[config.mk]
export PLATFORM = sky130hd
export DESIGN_NAME = priority_ready_queue_scheduler_unit
export DESIGN_NICKNAME = d
export VERILOG_FILES = /design/src/sv/prqs_pkg.sv /design/src/sv/priority_ready_queue_scheduler_unit.sv /design/src/sv/prqs_ctrl.sv /design/src/sv/prqs_datapath.sv
export SDC_FILE = /design/constraint.sdc
export NUM_CORES = 2
export LEC_CHECK = 0
export BUFFER_PORTS_ARGS = -buffer_cell sky130_fd_sc_hd__buf_2
export CORE_UTILIZATION = 41
export DETAILED_ROUTE_END_ITERATION = 8
export GPL_TIMING_DRIVEN = 0
export PLACE_DENSITY = 0.61
export SYNTH_ARGS = -nofsm -noshare
export SYNTH_HDL_FRONTEND = slang
export SYNTH_SLANG_ARGS = --single-unit
[constraint.sdc]
create_clock -name clock -period 12.8 [get_ports clock]
set_input_delay 1.28 -clock clock [delete_from_list [all_inputs] [get_ports clock]]
set_output_delay 1.28 -clock clock [all_outputs]
set_load 0.05 [all_outputs]
[src/sv/prqs_pkg.sv]
`default_nettype none

package prqs_pkg;

   // Table size. The counters, indexes and scan length are all derived from it.
   localparam int QUEUE_DEPTH = 64;
   localparam int IDX_W       = $clog2(QUEUE_DEPTH);
   localparam int CNT_W       = $clog2(QUEUE_DEPTH + 1);

   localparam int TASK_W  = 13;
   localparam int PRIO_W  = 16;
   localparam int SLICE_W = 8;
   localparam int OCC_W   = 7;

   localparam logic [SLICE_W-1:0] MAX_SLICE_RESET = 8'd5;

   typedef enum logic [1:0] {
      KIND_ENQ  = 2'd0,
      KIND_DEQ  = 2'd1,
      KIND_PICK = 2'd2,
      KIND_TICK = 2'd3
   } kind_type;

   typedef enum logic [1:0] {
      ST_OK       = 2'd0,
      ST_EMPTY    = 2'd1,
      ST_FULL     = 2'd2,
      ST_NOTFOUND = 2'd3
   } status_type;

   typedef struct packed {
      kind_type            kind;
      logic [TASK_W-1:0]   task_id;
      logic [PRIO_W-1:0]   priority_req;
      logic [SLICE_W-1:0]  slice_in;
   } req_type;

   typedef struct packed {
      status_type          status;
      logic [TASK_W-1:0]   task_out;
      logic [PRIO_W-1:0]   priority_out;
      logic [SLICE_W-1:0]  slice_out;
      logic                resched_flag;
      logic [OCC_W-1:0]    occupancy;
   } rsp_type;

   // One stored table entry.
   typedef struct packed {
      logic [TASK_W-1:0]   task_id;
      logic [PRIO_W-1:0]   prio;
      logic [SLICE_W-1:0]  slice;
   } entry_type;

   // Controller to datapath.
   typedef struct packed {
      logic load;
      logic scan;
      logic finish;
   } cmd_type;

   // Datapath to controller.
   typedef struct packed {
      logic full;
      logic hit;
      logic last;
      logic slot_free;
   } stat_type;

endpackage

`default_nettype wire

[src/sv/priority_ready_queue_scheduler_unit.sv]
`default_nettype none

// Ready-queue table for a highest-priority-first scheduler, holding up to
// QUEUE_DEPTH tasks (64) with a task id, a priority and a time slice each.
// A request is one of enqueue, dequeue by id, pick (report the highest
// priority entry, smaller id on a tie, without removing it) and tick (count
// down the running task's slice and flag a reschedule at zero); each request
// gives exactly one response with a status, the task fields and the queue
// occupancy after the request. Enqueued slices of zero or above max_slice are
// stored as max_slice, which resets to 5; the user must write it through
// csr_we/csr_wdata only while the block is idle, which the block itself does
// not enforce. Requests are handled one at a time; the entries live in a
// memory with one write and one read port that is walked one entry per clock
// through a registered read. A pick walks the whole table, an enqueue walks up
// to the first free slot, a dequeue walks up to the matching slot (a miss
// walks the whole table), and a tick or an enqueue into a full table needs no
// walk. A finished response sits in an output register, so a new
// request may be accepted while the previous response is still stalled; the
// block only waits if a second response is ready before the first has been
// taken.
module priority_ready_queue_scheduler_unit (
   input  wire                 clock,
   input  wire                 reset,
   input  wire                 req_valid,
   output logic                req_stall,
   input  prqs_pkg::req_type   req_data,
   output logic                rsp_valid,
   input  wire                 rsp_stall,
   output prqs_pkg::rsp_type   rsp_data,
   input  wire                 csr_we,
   input  wire [7:0]           csr_wdata
);

   // Commands from the sequencer and status back from the table datapath.
   prqs_pkg::cmd_type  cmd;
   prqs_pkg::stat_type stat;

   // The sequencer accepts a request, runs the table walk and hands the
   // result to the output register once that register is free.
   prqs_ctrl u_ctrl (
      .clock     (clock),
      .reset     (reset),
      .req_valid (req_valid),
      .req_kind  (req_data.kind),
      .stat      (stat),
      .req_stall (req_stall),
      .cmd       (cmd)
   );

   // The datapath holds the table, the valid bits, the count, the walk
   // pipeline, the best-candidate register and the response register.
   prqs_datapath u_datapath (
      .clock     (clock),
      .reset     (reset),
      .cmd       (cmd),
      .req_data  (req_data),
      .csr_we    (csr_we),
      .csr_wdata (csr_wdata),
      .rsp_stall (rsp_stall),
      .stat      (stat),
      .rsp_valid (rsp_valid),
      .rsp_data  (rsp_data)
   );

endmodule

`default_nettype wire

[src/sv/prqs_ctrl.sv]
`default_nettype none

module prqs_ctrl (
   input  wire                 clock,
   input  wire                 reset,
   input  wire                 req_valid,
   input  prqs_pkg::kind_type  req_kind,
   input  prqs_pkg::stat_type  stat,
   output logic                req_stall,
   output prqs_pkg::cmd_type   cmd
);

   typedef enum logic [2:0] {
      S_IDLE = 3'b001,
      S_SCAN = 3'b010,
      S_DONE = 3'b100
   } state_type;

   state_type state_ff;
   state_type state_in;
   logic      accept;

   assign req_stall = (state_ff != S_IDLE);
   assign accept    = req_valid && (state_ff == S_IDLE);

   always_comb begin
      state_in   = state_ff;
      cmd.load   = 1'b0;
      cmd.scan   = 1'b0;
      cmd.finish = 1'b0;
      unique case (state_ff)
         S_IDLE: begin
            if (accept) begin
               cmd.load = 1'b1;
               // A tick, or an enqueue into a full table, needs no table walk.
               if (req_kind == prqs_pkg::KIND_TICK) begin
                  state_in = S_DONE;
               end else if (req_kind == prqs_pkg::KIND_ENQ && stat.full) begin
                  state_in = S_DONE;
               end else begin
                  state_in = S_SCAN;
               end
            end
         end
         S_SCAN: begin
            cmd.scan = 1'b1;
            if (stat.hit || stat.last) begin
               state_in = S_DONE;
            end
         end
         S_DONE: begin
            if (stat.slot_free) begin
               cmd.finish = 1'b1;
               state_in   = S_IDLE;
            end
         end
         default: begin
            state_in = S_IDLE;
         end
      endcase
   end

   always_ff @(posedge clock) begin
      if (reset) begin
         state_ff <= S_IDLE;
      end else begin
         state_ff <= state_in;
      end
   end

endmodule

`default_nettype wire

[src/sv/prqs_datapath.sv]
`default_nettype none

module prqs_datapath (
   input  wire                  clock,
   input  wire                  reset,
   input  prqs_pkg::cmd_type    cmd,
   input  prqs_pkg::req_type    req_data,
   input  wire                  csr_we,
   input  wire [7:0]            csr_wdata,
   input  wire                  rsp_stall,
   output prqs_pkg::stat_type   stat,
   output logic                 rsp_valid,
   output prqs_pkg::rsp_type    rsp_data
);

   localparam logic [prqs_pkg::IDX_W-1:0] LAST_IDX =
      prqs_pkg::IDX_W'(prqs_pkg::QUEUE_DEPTH - 1);
   localparam logic [prqs_pkg::CNT_W-1:0] FULL_CNT =
      prqs_pkg::CNT_W'(prqs_pkg::QUEUE_DEPTH);

   prqs_pkg::req_type               req_ff;
   logic [prqs_pkg::SLICE_W-1:0]    max_slice_ff;
   logic [prqs_pkg::QUEUE_DEPTH-1:0] valid_ff;
   logic [prqs_pkg::CNT_W-1:0]      count_ff;
   prqs_pkg::entry_type             mem [prqs_pkg::QUEUE_DEPTH];

   logic [prqs_pkg::IDX_W-1:0]      issue_idx_ff;
   logic                            s1_live_ff;
   logic [prqs_pkg::IDX_W-1:0]      s1_idx_ff;
   logic                            s1_vld_ff;
   prqs_pkg::entry_type             s1_data_ff;

   logic                            have_ff;
   prqs_pkg::entry_type             best_ff;

   logic                            rsp_valid_ff;
   prqs_pkg::rsp_type               rsp_data_ff;

   logic                            scan_eval;
   logic                            match_enq;
   logic                            match_deq;
   logic                            pick_upd;
   logic                            better;
   logic [prqs_pkg::SLICE_W-1:0]    clamped;
   logic [prqs_pkg::SLICE_W-1:0]    tick_slice;
   prqs_pkg::entry_type             wdata;
   prqs_pkg::rsp_type               result;

   assign clamped = (req_ff.slice_in == '0 || req_ff.slice_in > max_slice_ff) ?
                    max_slice_ff : req_ff.slice_in;
   assign tick_slice = (req_ff.slice_in != '0) ?
                       (req_ff.slice_in - prqs_pkg::SLICE_W'(1)) : '0;

   assign better = !have_ff ||
                   (s1_data_ff.prio > best_ff.prio) ||
                   (s1_data_ff.prio == best_ff.prio &&
                    s1_data_ff.task_id < best_ff.task_id);

   assign scan_eval = cmd.scan && s1_live_ff;
   assign match_enq = scan_eval && req_ff.kind == prqs_pkg::KIND_ENQ && !s1_vld_ff;
   assign match_deq = scan_eval && req_ff.kind == prqs_pkg::KIND_DEQ && s1_vld_ff &&
                      s1_data_ff.task_id == req_ff.task_id;
   assign pick_upd  = scan_eval && req_ff.kind == prqs_pkg::KIND_PICK && s1_vld_ff &&
                      better;

   assign stat.full      = (count_ff == FULL_CNT);
   assign stat.hit       = match_enq || match_deq;
   assign stat.last      = scan_eval && (s1_idx_ff == LAST_IDX);
   assign stat.slot_free = !rsp_valid_ff || !rsp_stall;

   assign wdata.task_id = req_ff.task_id;
   assign wdata.prio    = req_ff.priority_req;
   assign wdata.slice   = clamped;

   always_comb begin
      result.status       = prqs_pkg::ST_OK;
      result.task_out     = req_ff.task_id;
      result.priority_out = '0;
      result.slice_out    = '0;
      result.resched_flag = 1'b0;
      result.occupancy    = prqs_pkg::OCC_W'(count_ff);
      case (req_ff.kind)
         prqs_pkg::KIND_ENQ: begin
            result.status       = have_ff ? prqs_pkg::ST_OK : prqs_pkg::ST_FULL;
            result.priority_out = req_ff.priority_req;
            result.slice_out    = clamped;
         end
         prqs_pkg::KIND_DEQ: begin
            if (have_ff) begin
               result.task_out     = best_ff.task_id;
               result.priority_out = best_ff.prio;
               result.slice_out    = best_ff.slice;
            end else begin
               result.status = prqs_pkg::ST_NOTFOUND;
            end
         end
         prqs_pkg::KIND_PICK: begin
            if (have_ff) begin
               result.task_out     = best_ff.task_id;
               result.priority_out = best_ff.prio;
               result.slice_out    = best_ff.slice;
            end else begin
               result.status   = prqs_pkg::ST_EMPTY;
               result.task_out = '0;
            end
         end
         default: begin
            result.slice_out    = tick_slice;
            result.resched_flag = (tick_slice == '0);
         end
      endcase
   end

   // Table storage: one write port for enqueue, one registered read port for the walk.
   always_ff @(posedge clock) begin
      if (match_enq) begin
         mem[s1_idx_ff] <= wdata;
      end
      s1_data_ff <= mem[issue_idx_ff];
   end

   always_ff @(posedge clock) begin
      if (cmd.load) begin
         req_ff <= req_data;
      end
      if (match_deq || pick_upd) begin
         best_ff <= s1_data_ff;
      end
      s1_idx_ff <= issue_idx_ff;
      s1_vld_ff <= valid_ff[issue_idx_ff];
      if (cmd.finish) begin
         rsp_data_ff <= result;
      end
   end

   always_ff @(posedge clock) begin
      if (reset) begin
         max_slice_ff <= prqs_pkg::MAX_SLICE_RESET;
         valid_ff     <= '0;
         count_ff     <= '0;
         issue_idx_ff <= '0;
         s1_live_ff   <= 1'b0;
         have_ff      <= 1'b0;
         rsp_valid_ff <= 1'b0;
      end else begin
         if (csr_we) begin
            max_slice_ff <= csr_wdata;
         end
         if (match_enq) begin
            valid_ff[s1_idx_ff] <= 1'b1;
            count_ff            <= count_ff + prqs_pkg::CNT_W'(1);
         end else if (match_deq) begin
            valid_ff[s1_idx_ff] <= 1'b0;
            count_ff            <= count_ff - prqs_pkg::CNT_W'(1);
         end
         if (cmd.load) begin
            issue_idx_ff <= '0;
         end else if (cmd.scan && issue_idx_ff != LAST_IDX) begin
            issue_idx_ff <= issue_idx_ff + prqs_pkg::IDX_W'(1);
         end
         s1_live_ff <= cmd.scan;
         if (cmd.load) begin
            have_ff <= 1'b0;
         end else if (match_enq || match_deq || pick_upd) begin
            have_ff <= 1'b1;
         end
         if (cmd.finish) begin
            rsp_valid_ff <= 1'b1;
         end else if (!rsp_stall) begin
            rsp_valid_ff <= 1'b0;
         end
      end
   end

   assign rsp_valid = rsp_valid_ff;
   assign rsp_data  = rsp_data_ff;

   a_enq_free_slot: assert property (@(posedge clock) disable iff (reset)
      match_enq |-> !valid_ff[s1_idx_ff])
      else $error("enqueue wrote over an occupied slot");

   a_deq_count: assert property (@(posedge clock) disable iff (reset)
      match_deq |=> count_ff == $past(count_ff) - prqs_pkg::CNT_W'(1))
      else $error("dequeue did not lower the task count");

   a_finish_shows: assert property (@(posedge clock) disable iff (reset)
      cmd.finish |=> rsp_valid_ff)
      else $error("finished request did not present a result");

   a_load_clears: assert property (@(posedge clock) disable iff (reset)
      cmd.load |=> !have_ff)
      else $error("stale match carried into a new request");

endmodule

`default_nettype wire
==> flow_summary.ini <==
[global_route]
antenna_found_initial = 15
grt_use_total_pct = 25.3
grt_pass1_vias = 51476
grt_max_degree = 66
grt_pass1_wl_um = 427000
overflow = 0

[critical_path]
crit_arrival_ps = 5960
cp_max_fo = 10
r2r_setup_slack_ps = 7500
cp-start-kind = register
endpoint_kind = register
r2r_end = u_datapath.s1_data_ff[12]
critPathKind = reg -> reg
critPathRequiredTime_ps = 13470
r2r_start = u_datapath.issue_idx_ff[1]
rr_worst_depth = 8

[logic_synthesis]
ys_async_sr_fraction_pct = 0
synth_common_cells = edfxtp_1, mux4_2, nor2_1, dfxtp_1, o21ai_0
synth_top_area_share_pct = 74.4
synth_nets = 4649
ys_seq_area_share_pct = 77.1
avgSynthCellArea_um2 = 22.1
syn_area_mm2 = 0.101
synth_area_leaders = edfxtp_1, mux4_2, dfxtp_1, mux2i_1, o21ai_0
synth_cells = 4549
synth_cell_type_count = 65
synth.most_common_cell = edfxtp_1
ys_warn_count = 0
yosysTopAreaCell = edfxtp_1
synth_ff_type = edfxtp_1
ys_seq_elements = 2626
synth_edf_count = 2491

[timing]
fmax_ghz = 0.189
tns_ps = 0
tightest_slew_ps = 1570
fin_hold_ws_ps = 356
maxSlewViolCount = 22
rsz0062_at_grt = false
setup_viol = 0
max_slew_margin_pct = -4.65
post-route-period-util_pct = 41.4
min_period_ps = 5300
skew_ps = 55.0
timing.final.hold_violations = 0

[die]
die_h_um = 497
io-pin-count = 101
die_w_um = 497
fp.dieArea_mm2 = 0.247
row_count = 181
core_mm2 = 0.243
start_util_pct = 41.3

[flow_run]
cap_violations = 2

[hold_path]
hold_path.startpoint = u_datapath.issue_idx_ff[4]
holdPathEnd = u_datapath.s1_idx_ff[4]
worstHoldPathCells = 0
hp-class = reg -> reg

[drt]
firstDrtPassIters = 8
ant_nets = 0
drcViolationCount = 0
drt-initial-drc-count = 8529
via_per_inst = 6.22
wl_per_cell_um = 37.0
num_vias = 53149
drt-total-wl_um = 316000

[clock_network]
h-tree-depth = 5
postCtsHoldBufs = 0
cts.reportedPaths.clkPinSlew_ps = 60
cts.sinks = 2626
cts_tree = built
root_buffer = clkbuf_16
cts_buffers = 285
cts_resized = 0
ctsLongestPathBuffers = 4
insertion_delay_ps = 950
postCtsSetupBuffers = 0

[outcome]
failed_checks = max-capacitance violations, max-slew violations
outcome = finished with violations

[finish]
fill_cells = 19261
seq_area_mm2 = 0.0775
area_growth_pct = 18.1
final_nets = 5242
multi_input_area_mm2 = 0.0223
drive_above_1_share_pct = 29.5

[placed_design]
dp_hpwl_um = 214000
port_buffers = 99
place_congestion = 0.924

[power]
p_leak_nw = 36.6
powerDensity_mw_per_mm2 = 151
finalPower_w = 0.0179
vdd_drop_max_v = 0.000110
-- worst max path at each step --
stage,start,end,slack [ps],cells after the start
after floorplan,u_datapath.req_ff[7],u_datapath.mem[0][3],8080,7
after global placement,u_datapath.req_ff[0],u_datapath.mem[58][6],4310,7
after detailed placement,u_datapath.issue_idx_ff[1],u_datapath.s1_data_ff[19],7900,8
after CTS,u_datapath.issue_idx_ff[1],u_datapath.s1_data_ff[22],7870,8
after global routing,u_datapath.issue_idx_ff[1],u_datapath.s1_data_ff[19],7570,8
final,u_datapath.issue_idx_ff[1],u_datapath.s1_data_ff[12],7500,8
-- layout make-up --
class / count / area share [%]
Sequential cell: 2626 / 65.2
Multi-Input combinational cell: 1632 / 18.8
Clock buffer: 357 / 6.40
Timing Repair Buffer: 306 / 4.27
Tap cell: 3202 / 3.37
Buffer: 238 / 0.968
Clock inverter: 131 / 0.817
Inverter: 53 / 0.167
Antenna cell: 3 / 0.00632
-- report_power, final --
| group | total, W | internal, W | switching, W |
|---|---|---|---|
| clock | 0.00776 | 0.00447 | 0.00329 |
| sequential | 0.00957 | 0.00953 | 0.0000439 |
| combinational | 0.000593 | 0.000195 | 0.000398 |
-- placed cells by master (no fill, tap or decap), drive strengths merged, types with 6 or more instances in the layout --
master      n
nand2b     11
dfxtp     135
xnor2      16
clkinv    107
buf       456
edfxtp   2491
a22o       15
or2         6
nor3       13
mux4      679
nor3b       6
o221ai      9
a221oi     10
nand4      10
o22ai      32
a21oi      98
nand2      47
inv        58
nor2b      17
a22oi      56
and2        8
clkbuf    445
ha         47
a2111oi    10
or3         7
nand3      13
a211oi     31
o21ai     130
nor2      151
mux2       15
a21o        8
xor2       11
bufinv     14
mux2i     125
-- logic make-up after synthesis --
logic type / share of synthesized area [%]
XOR/XNOR: 0.235
flip-flops: 77.1
buffers and inverters: 1.34
adder cells (fa/ha/maj): 0.605
AND/OR/NAND/NOR: 1.46
AO/OA/AOI/OAI: 2.66
multiplexers: 16.6
-- metal layers --
layer	wire length [um]	vias to the layer above	global-route usage, %
li1	-	20402	-
met1	123000	28620	34.8
met2	142000	3375	38.2
met3	35500	748	7.01
met4	14900	4	10.3
met5	20	-	0
-- state kept, by name, summed over array words and instances, names as in the netlist, named ones only --
register / flops
u_datapath.have_ff: 1
u_datapath.req_ff: 39
u_datapath.issue_idx_ff: 6
u_ctrl.state_ff: 3
u_datapath.s1_idx_ff: 6
u_datapath.s1_data_ff: 37
u_datapath.max_slice_ff: 8
u_datapath.s1_live_ff: 1
u_datapath.rsp_valid: 1
u_datapath.count_ff: 7
u_datapath.mem: 2368
u_datapath.best_ff: 37
u_datapath.s1_vld_ff: 1
u_datapath.rsp_data: 47
-- critical path, stage by stage (launching register included) --
cell and delay, ps:
dfxtp_1 370, buf_2 530, buf_2 480, buf_2 460, buf_2 660, buf_1 710, mux4_2 420, a22oi_1 970
o21ai_0 410
-- metrics by stage --
step | instances | utilization (%) | worst slack, ps | area [um^2]
global placement | 7850 | 43.2 | 4310 | 105000
global route | 8546 | 48.8 | 7570 | 119000
floorplan | 4549 | - | 8080 | 101000
detailed placement | 8056 | 45.3 | 7900 | 110000
CTS | 8544 | 48.8 | 7870 | 119000
finish | 8548 | 48.8 | 7500 | 119000
(Power assumes the default switching activity.)
